### config.mk
export PLATFORM = sky130hd
export DESIGN_NAME = ssp_sqrt
export DESIGN_NICKNAME = d
export VERILOG_FILES = /design/src/sv/ssp_pkg.sv /design/src/sv/ssp_sqrt.sv
export SDC_FILE = /design/constraint.sdc
export NUM_CORES = 1
export LEC_CHECK = 0
export BUFFER_PORTS_ARGS = -buffer_cell sky130_fd_sc_hd__buf_2
export CORE_ASPECT_RATIO = 1.5
export CORE_MARGIN = 4
export CORE_UTILIZATION = 37
export DETAILED_ROUTE_END_ITERATION = 7
export MAX_ROUTING_LAYER = met4
export SETUP_SLACK_MARGIN = 0.5
export SYNTH_ARGS = -nofsm -noshare
export SYNTH_HDL_FRONTEND = slang
export SYNTH_SLANG_ARGS = --single-unit
### constraint.sdc
create_clock -name aclk -period 9.09 [get_ports aclk]
set_input_delay 1.818 -clock aclk [delete_from_list [all_inputs] [get_ports aclk]]
set_output_delay 1.818 -clock aclk [all_outputs]
set_load 0.1 [all_outputs]
### src/sv/ssp_pkg.sv
// Shared types and constants for the shaded sphere pixel generator.
package ssp_pkg;

    // Field widths
    localparam int DIAM_W  = 10;
    localparam int INV_W   = 21;
    localparam int LIGHT_W = 16;
    localparam int PSIZE_W = 9;
    localparam int PM_W    = 19;
    localparam int XYL_W   = 39;

    // Configuration register indexes
    localparam logic [2:0] REG_DIAMETER     = 3'd0;
    localparam logic [2:0] REG_INV_DIAMETER = 3'd1;
    localparam logic [2:0] REG_LIGHT_X      = 3'd2;
    localparam logic [2:0] REG_LIGHT_Y      = 3'd3;
    localparam logic [2:0] REG_LIGHT_Z      = 3'd4;
    localparam logic [2:0] REG_PALETTE_SIZE = 3'd5;

    // Reset values
    localparam logic [DIAM_W-1:0]         DIAMETER_RST  = 10'd73;
    localparam logic [INV_W-1:0]          INV_RST       = 21'd14364;
    localparam logic signed [LIGHT_W-1:0] LIGHT_XY_RST  = 16'sd0;
    localparam logic signed [LIGHT_W-1:0] LIGHT_Z_RST   = 16'sd16384;
    localparam logic [PSIZE_W-1:0]        PSIZE_RST     = 9'd256;

    // Request kinds
    localparam logic CMD_WRITE = 1'b0;
    localparam logic CMD_SHADE = 1'b1;

    // Division by 1000: multiply by ceil(2^30/1000), shift by 30
    localparam logic [20:0] RECIP_1000  = 21'd1073742;
    localparam int          RECIP_SHIFT = 30;

    // Request payload carried along the pipeline
    typedef struct packed {
        logic              shade;
        logic              in_disc;
        logic [PSIZE_W-1:0] p;
        logic [PM_W-1:0]   pm;
        logic [7:0]        idx;
        logic [31:0]       wcolor;
    } item_t;

endpackage

### src/sv/ssp_sqrt.sv
// Pipelined integer square root, three result bits per stage.
module ssp_sqrt
    import ssp_pkg::*;
(
    input  logic                    aclk,
    input  logic                    aresetn,
    input  logic                    en,
    input  logic                    in_vld,
    input  item_t                   in_item,
    input  logic [40:0]             in_s,
    input  logic signed [XYL_W-1:0] in_xyl,
    output logic                    out_vld,
    output item_t                   out_item,
    output logic [20:0]             out_h,
    output logic signed [XYL_W-1:0] out_xyl
);

    localparam int STAGES    = 7;
    localparam int PER_STAGE = 3;

    typedef struct packed {
        logic [22:0] rem;
        logic [20:0] root;
    } sq_t;

    // one restoring step: bring down two bits, try root*4+1
    function automatic sq_t sqrt_step(input sq_t a, input logic [1:0] bits);
        logic [24:0] r2;
        logic [24:0] trial;
        sq_t         o;
        r2    = {a.rem, bits};
        trial = {2'b00, a.root, 2'b01};
        if (r2 >= trial) begin
            o.rem  = 23'(r2 - trial);
            o.root = {a.root[19:0], 1'b1};
        end else begin
            o.rem  = r2[22:0];
            o.root = {a.root[19:0], 1'b0};
        end
        return o;
    endfunction

    logic [STAGES-1:0]       vld_reg;
    item_t                   item_reg [STAGES];
    logic [41:0]             n_reg    [STAGES];
    sq_t                     acc_reg  [STAGES];
    logic signed [XYL_W-1:0] xyl_reg  [STAGES];

    for (genvar g = 0; g < STAGES; g++) begin : g_stage
        logic                    vld_in;
        item_t                   item_in;
        logic [41:0]             n_in, n_c;
        sq_t                     acc_in, acc_c;
        logic signed [XYL_W-1:0] xyl_in;

        if (g == 0) begin : g_first
            assign vld_in  = in_vld;
            assign item_in = in_item;
            assign n_in    = {1'b0, in_s};
            assign acc_in  = '0;
            assign xyl_in  = in_xyl;
        end else begin : g_next
            assign vld_in  = vld_reg[g-1];
            assign item_in = item_reg[g-1];
            assign n_in    = n_reg[g-1];
            assign acc_in  = acc_reg[g-1];
            assign xyl_in  = xyl_reg[g-1];
        end

        // three steps on the narrow remainder
        always_comb begin
            acc_c = acc_in;
            n_c   = n_in;
            for (int k = 0; k < PER_STAGE; k++) begin
                acc_c = sqrt_step(acc_c, n_c[41:40]);
                n_c   = {n_c[39:0], 2'b00};
            end
        end

        always_ff @(posedge aclk) begin
            if (!aresetn) begin
                vld_reg[g] <= 1'b0;
            end else if (en) begin
                vld_reg[g] <= vld_in;
            end
        end

        always_ff @(posedge aclk) begin
            if (en) begin
                item_reg[g] <= item_in;
                n_reg[g]    <= n_c;
                acc_reg[g]  <= acc_c;
                xyl_reg[g]  <= xyl_in;
            end
        end
    end

    assign out_vld  = vld_reg[STAGES-1];
    assign out_item = item_reg[STAGES-1];
    assign out_h    = acc_reg[STAGES-1].root;
    assign out_xyl  = xyl_reg[STAGES-1];

endmodule

==> parameters.txt, run 1 <==
Parameter                              Value

GRT
  Maximum number of pins on one net before global-route repair ... 195
  Global-route wire length before repair ... 184000 µm
  Vias in the first global route ... 32600
  Number of antenna violations at the first check in global routing ... 12
  Total routing usage reported by global routing ... 16.7%
  Remaining global-route overflow ... 0

Yosys
  Compound-cell area share of the yosys netlist ... around 11%
  Number of storage elements in the synthesis netlist ... 1115
  Async set-or-reset flop fraction in the synthesized netlist ... 0%
  Count of mapped cells out of synthesis ... 3964
  Synth Net Count ... 4365
  Summed instance area of the synthesized netlist ... 52100 µm²
  Sequential share of the synthesized area ... 64.2%
  Combinational family with the most area after synthesis ... compound AO/OA/AOI/OAI gates
  Area share of fa/ha/maj cells after synthesis ... 5.93%
  Dominant register cell in the synthesized netlist ... edfxtp_1
  Xor-xnor portion of the synthesized cell area ... 4.93%
  Simple-gate portion of the synthesized area ... 10.4%
  Total number of yosys warnings ... 0
  Number of enable flip-flop cells after synthesis ... 1108
  Avg Cell Area, Syn ... 13.1 µm²
  Unique masters post-synth ... 98
  Multiplexer area fraction after synthesis ... 1.24%

Critical path
  Worst EP arrival ... 8700 ps
  Required time of the critical path ... 9550 ps
  FF-to-FF End ... acc_reg[4][26]$_DFFE_PP_
  CP Launch Type ... register
  Startpoint-to-endpoint class of the critical path ... reg2reg
  Cells on worst reg2reg path ... 31
  Worst stage delay on the critical path ... 560 ps
  Slowest cell on the critical path ... or4_1
  Max FO, Critical Path ... 16
  Startpoint of the most critical setup path ... acc_reg[3][5]$_DFFE_PP_
  Reg-to-reg setup timing slack ... 860 ps
  Critical R2R Launch ... acc_reg[3][5]$_DFFE_PP_
  Crit end category ... register

Pwr
  Fraction of power consumed by combinational cells ... 36.7%
  Overall power of the completed layout ... 17.5 mW
  Internal Pwr Total ... 11.3 mW
  VDD IR max ... 0.170 mV
  Net switching component of the power ... 6.21 mW
  Seq pwr share ... 37.9%
  Power density over the cells ... 293 nW/µm²
  Leakage power of the design ... approximately 23 nW
  Proportion of power drawn by the clock network ... between 20% and 30%
  Switching fraction of total power ... 35.4%

Clock network
  Post-CTS clock slew at the launch and capture registers of the worst setup and hold paths ... 70 ps
  Buffer depth of the longest clock path ... 3
  Number of sinks on the clock net ... 1115
  CTS tree ... yes
  Clock Latency Late Sink ... 710 ps
  Clock H-tree levels ... 3
  Inserted Clock Buffers ... 107
  Clock Tree Root ... clkbuf_16

Die
  Die area ... 147000 µm²
  Starting density of the core ... 37.3%
  Die Height ... 468 µm
  Placeable core area ... 140000 µm²
  Number of top-level pins ... around 290
  Total number of placement rows ... 168
  Die boundary width ... 314 µm

Min path
  WHS Endpoint ... item_reg[4][58]$_DFFE_PP_
  Startpoint of the tightest hold check path ... item_reg[3][58]$_DFFE_PP_
  Path class of the lowest-slack min-delay path ... reg2reg
  Worst hold path stage count ... 0

Layout
  Post-synthesis to final-layout area growth ... 15.1%
  Post-layout instance count excluding filler cells ... 6338
  Flip-flop count of the largest register after layout ... 490
  Layout cells sized above 1 ... 14.8%
  Final net count ... 4770

STA
  Count of final hold-check violations ... 0
  Final Skew ... 22.3 ps
  Count of endpoints failing setup in the final report ... 0
  Final number of max-transition violations ... 0
  Share of the cycle needed by the critical path after routing ... 90.6%
  Worst Hold Margin ... around 400 ps
  Post-layout min period ... 8230 ps
  Top achievable clock speed ... 121 MHz
  Setup ws final ... 857 ps
  Sum of negative setup slack ... 0 ps
  Max-Slew Margin vs Limit ... about a fifth
  Setup repair after global routing missed its margin ... false
  Pin slew with the least headroom to its limit ... 1190 ps

Route
  Vias per cell ... 5.12
  Post-route antenna net violation count ... 0
  Count of vias placed by the detailed router ... between 30000 and 40000
  Post-Route WL ... 122000 µm
  First DRT Iteration DRCs ... 2007
  Wirelength per Cell ... 19.2 µm
  DRC viols ... 0
  Number of optimization iterations in the first detailed-route pass ... 5

Placed design
  Placer's final routability congestion estimate ... around 0.95
  Detailed Place HPWL ... 91100 µm
  Port Buffers ... 284
  Worst slack after detailed placement ... 608 ps
  Cells after DPL ... approximately 6000

Run status
  Result of the run ... finished, final reports clean

Run
  Max-Cap Viols ... 0
through the flow:
stage	area (µm²)	util, %
floorplan	52100	-
global placement	56300	40.3
detailed placement	56300	40.3
CTS	59900	42.8
global route	60000	42.9
finish	60000	42.9
worst max-delay path: cells and delay by family, from the launching register on:
family | cells | cell delay (ps)
XOR/XNOR | 1 | 170
AO/OA/AOI/OAI | 13 | 3160
flip-flops | 1 | 440
AND/OR/NAND/NOR | 10 | 2210
buffers and inverters | 2 | 350
multiplexers | 2 | 670
adder cells (fa/ha/maj) | 3 | 940
layout make-up:
type | instances | area [µm²]
antenna | 11 | 27.5
inverter | 191 | 723
timing repair buffer | 390 | 2310
sequential | 1115 | 33400
tap | 1870 | 2340
multi-input combinational | 2564 | 17600
clock buffer | 129 | 2800
clock inverter | 68 | 737
fill | 12900 | 79800
worst max-delay path by stage:
stage / endpoint / slack [ps] / depth (start not counted)
after floorplan: acc_reg[5][29]$_DFFE_PP_ / 580 / 40
after global placement: acc_reg[6][0]$_DFFE_PP_ / 630 / 36
after detailed placement: acc_reg[6][0]$_DFFE_PP_ / 610 / 36
after CTS: acc_reg[6][0]$_DFFE_PP_ / 570 / 36
after global routing: acc_reg[5][31]$_DFFE_PP_ / 490 / 36
final: acc_reg[4][26]$_DFFE_PP_ / 860 / 31
cells by family (layout without fill, tap and decap cells):
family / count (synthesis) / after routing
compound gates: 894 / 894
other cells: 0 / 11
fa+ha+maj: 247 / 247
simple gates: 1070 / 1070
xor+xnor: 293 / 293
buf+inv: 285 / 778
flops: 1115 / 1115
mux: 60 / 60
cell usage after synthesis, types with 83 or more instances:
library cell,count,share of area (%)
a21o_1,103,1.5
edfxtp_1,1108,64
ha_1,247,5.9
nand2_1,263,1.9
o21ai_0,167,1.6
inv_1,186,1.3
nor2_1,260,1.9
xor2_1,108,1.8
a21oi_1,279,2.7
nand3_1,95,0.91
xnor2_1,185,3.1
nor3_1,83,0.80
cells in the final DEF (no fill, tap or decap), drive strengths merged, types with 19 or more instances in the layout:
| cell type | Yosys | routed |
|---|---|---|
| buf | 23 | 390 |
| xnor2 | 185 | 185 |
| a31oi | 24 | 24 |
| or4 | 26 | 26 |
| nor2 | 260 | 260 |
| o211ai | 27 | 27 |
| o21ai | 172 | 172 |
| o21a | 41 | 41 |
| nand2 | 264 | 264 |
| clkbuf | 71 | 129 |
| nand3 | 95 | 95 |
| ha | 247 | 247 |
| a211oi | 26 | 26 |
| nor3 | 84 | 84 |
| nor2b | 36 | 36 |
| mux2 | 38 | 38 |
| o31ai | 30 | 30 |
| nand2b | 37 | 37 |
| and3 | 23 | 23 |
| clkinv | 2 | 41 |
| o21bai | 31 | 31 |
| or2 | 20 | 20 |
| a21o | 103 | 103 |
| a21oi | 281 | 281 |
| inv | 189 | 197 |
| nand4 | 53 | 53 |
| edfxtp | 1108 | 1108 |
| nor4 | 52 | 52 |
| or3 | 36 | 36 |
| xor2 | 108 | 108 |
| mux2i | 22 | 22 |
| nand3b | 19 | 19 |
metal layers:
metal  share of wire [%]  global-route usage [%]  wire, µm  vias up
met5                   0                       -         0        -
met4                 5.5                    8.82      6660        0
met3                 4.4                    3.01      5350      320
met2                  55                    31.5     66600      706
met1                  35                    16.0     42900    15500
li1                    -                       -         -    15900
timing repair:
action,4_1_cts,5_1_grt
endpoints found under the setup margin,0,48
resized for setup,0,21
hold buffers,0,0
setup buffers,0,2
power by group through the flow:
stage               Clock, mW  Combinational, mW  Sequential, mW
global route             4.87               7.05            6.70
CTS                      4.66               6.40            6.65
global placement            0               6.37            6.74
floorplan                   0               4.32            6.84
detailed placement          0               6.36            6.76
finish                   4.47               6.43            6.65
(Power assumes the default switching activity.)
==> run 2: changes to the inputs <==
CORE_UTILIZATION = 38   (was 37)
PLACE_DENSITY_LB_ADDON = 0.15   (was unset)
==> parameters.txt, run 2 (same netlist as run 1, synthesis figures left out) <==
Parameter                              Value

STA
  Max-Slew Margin vs Limit ... 25.2% (+5.2 points)
  Post-layout min period ... 8150 ps (-82.0 ps)
  Count of endpoints failing setup in the final report ... 0 (unchanged)
  Count of final hold-check violations ... 0 (unchanged)
  Final Skew ... 56.5 ps (+34.2 ps)
  Setup repair after global routing missed its margin ... false
  Final number of max-transition violations ... 0 (unchanged)
  Top achievable clock speed ... 123 MHz (+1.0%)
  Sum of negative setup slack ... 0 ps (unchanged)
  Share of the cycle needed by the critical path after routing ... 89.7% (-0.90 points)
  Pin slew with the least headroom to its limit ... 1120 ps (-77.5 ps)

Route
  DRC viols ... 0 (unchanged)
  Number of optimization iterations in the first detailed-route pass ... 5 (unchanged)
  Post-Route WL ... 123000 µm (+1.4%)
  First DRT Iteration DRCs ... 1672 (-17%)
  Post-route antenna net violation count ... 0 (unchanged)
  Wirelength per Cell ... 19.7 µm (+2.5%)
  Vias per cell ... 5.18 (+1.3%)
  Count of vias placed by the detailed router ... 32500 (+0.17%)

Clock network
  Clock Tree Root ... clkbuf_16
  Buffer depth of the longest clock path ... 3 (unchanged)
  Number of hold-repair buffers added at the cts stage ... 0 (unchanged)
  Clock H-tree levels ... 3 (unchanged)
  Post-CTS Setup Repair Bufs ... 0 (unchanged)
  CTS tree ... yes
  Inserted Clock Buffers ... 110 (+2.8%)
  Clock Latency Late Sink ... 740 ps (+30 ps)
  Number of sinks on the clock net ... 1115 (unchanged)
  Post-CTS clock slew at the launch and capture registers of the worst setup and hold paths ... 70 ps (about the same)

Critical path
  Required time of the critical path ... 9570 ps (+20 ps)
  Startpoint-to-endpoint class of the critical path ... reg2reg
  Worst stage delay on the critical path ... 570 ps (about the same)
  Max FO, Critical Path ... 15 (-1)
  Worst EP arrival ... 8630 ps (-70 ps)
  Crit end category ... register
  Critical path's most frequent cell ... ha_1
  Slowest cell on the critical path ... or4_1
  CP Launch Type ... register

Layout
  Count of filler cells inserted in the layout ... 12600 (-2.5%)
  Post-synthesis to final-layout area growth ... 15.3%
  Finished Cell Area ... 60000 µm² (+0.12%)
  Layout cells sized above 1 ... 15.1% (+0.28 points)
  Leading cell type in the layout, fill and taps excluded ... edfxtp_1
  Final net count ... 4801 (+0.65%)
  Most frequent cells in the layout ... edfxtp_1 (1108), buf_2 (283), a21oi_1 (278)
  Post-layout instance count excluding filler cells ... 6266 (-1.1%)
  Final core utilization ... 44.1% (+1.2 points)
  Flip-flop count of the largest register after layout ... 490 (unchanged)

Pwr
  Leakage power of the design ... 22.7 nW (+0.60%)
  Power density over the cells ... 292 nW/µm² (-0.33%)
  Overall power of the completed layout ... 17.5 mW (-0.21%)
  VDD IR max ... 0.187 mV (+9.7%)

Placed design
  Placer's final routability congestion estimate ... 0.952 (+0.64%)
  Placed cell area ... 56500 µm² (+0.23%)
  Detailed Place HPWL ... 93800 µm (+3.0%)
  Cells after DPL ... 6052 (-1.2%)
  Port Buffers ... 284 (unchanged)

GRT
  Maximum number of pins on one net before global-route repair ... 175 (-10%)
  Total routing usage reported by global routing ... 17.5% (+0.80 points)
  Global-route wire length before repair ... 186000 µm (+1.1%)
  Remaining global-route overflow ... 0 (unchanged)
  Vias in the first global route ... 33200 (+1.9%)
  Number of antenna violations at the first check in global routing ... 15 (+3)

Die
  Die boundary width ... 310 µm (-1.3%)
  Total number of placement rows ... 166 (-1.2%)
  Starting density of the core ... 38.2% (+0.97 points)
  Placeable core area ... 136000 µm² (-2.5%)
  Number of top-level pins ... 285 (unchanged)
  Die area ... 143000 µm² (-2.6%)
  Die Height ... 461 µm (-1.3%)

Run status
  Result of the run ... finished, final reports clean

Min path
  Path class of the lowest-slack min-delay path ... reg2reg

Run
  Max-Cap Viols ... 0 (unchanged)
[run 2: changes by cell type in the layout (fill, tap and decap cells not counted), moves of 3 or more]
cell and change:
inv_6 -5, clkinv_4 +4, clkbuf_1 +6, diode_2 +3, clkinv_1 +6, bufinv_16 -5, clkbuf_16 +3, buf_4 +25
clkinv_2 -5, buf_12 +3
[run 2: layout make-up]
type                            instances  area (µm²)  area share (%)
Clock buffer                          139        2910            4.85
Multi-Input combinational cell       2564       17600            29.3
Timing Repair Buffer                  418        2550            4.25
Tap cell                             1764        2210            3.68
Inverter                              191         727            1.21
Sequential cell                      1115       33400            55.7
Clock inverter                         61         569           0.948
Antenna cell                           14        35.0          0.0584
[run 2: metrics by stage]
step	setup slack, ps	hold slack [ps]
after floorplan	579	400
after global placement	518	400
after detailed placement	429	405
after CTS	552	364
after global routing	476	377
final	938	378
[run 2: power breakdown]
group	internal (mW)	switching, mW
combinational	2.53	3.96
sequential	6.35	0.293
clock	2.45	1.93
[run 2: critical path, delay by kind of cell (launching register included)]
kind / cells / cell delay, ps
muxes: 1 / 370
and+or+nand+nor: 13 / 3110
buffers and inverters: 4 / 1020
DFF: 1 / 390
AOI/OAI and AO/OA: 7 / 1820
xor gates and xnor gates: 1 / 100
adders and majority gates: 3 / 1080
[run 2: worst paths after layout]
kind | slack, ps | depth (start not counted) | start | end
max | 940 | 29 | acc_reg[3][0]$_DFFE_PP_ | acc_reg[4][42]$_DFFE_PP_
min | 380 | 0 | item_reg[3][25]$_DFFE_PP_ | item_reg[4][25]$_DFFE_PP_
max reg2reg | 940 | 29 | acc_reg[3][0]$_DFFE_PP_ | acc_reg[4][42]$_DFFE_PP_
min reg2reg | 380 | 0 | item_reg[3][25]$_DFFE_PP_ | item_reg[4][25]$_DFFE_PP_
[run 2: metal layers]
metal | part of all wire (%) | vias up | global-route usage (%)
met3 | 4.8 | 302 | 3.52
met1 | 34 | 15500 | 16.1
met5 | 0 | - | -
met2 | 56 | 685 | 33.4
met4 | 5.5 | 0 | 9.13
li1 | - | 16000 | -
[run 2: repair_timing]
item                       4_1_cts  5_1_grt
pin swaps                        0        1
gates resized for setup          1       23
setup endpoints to repair        1       48
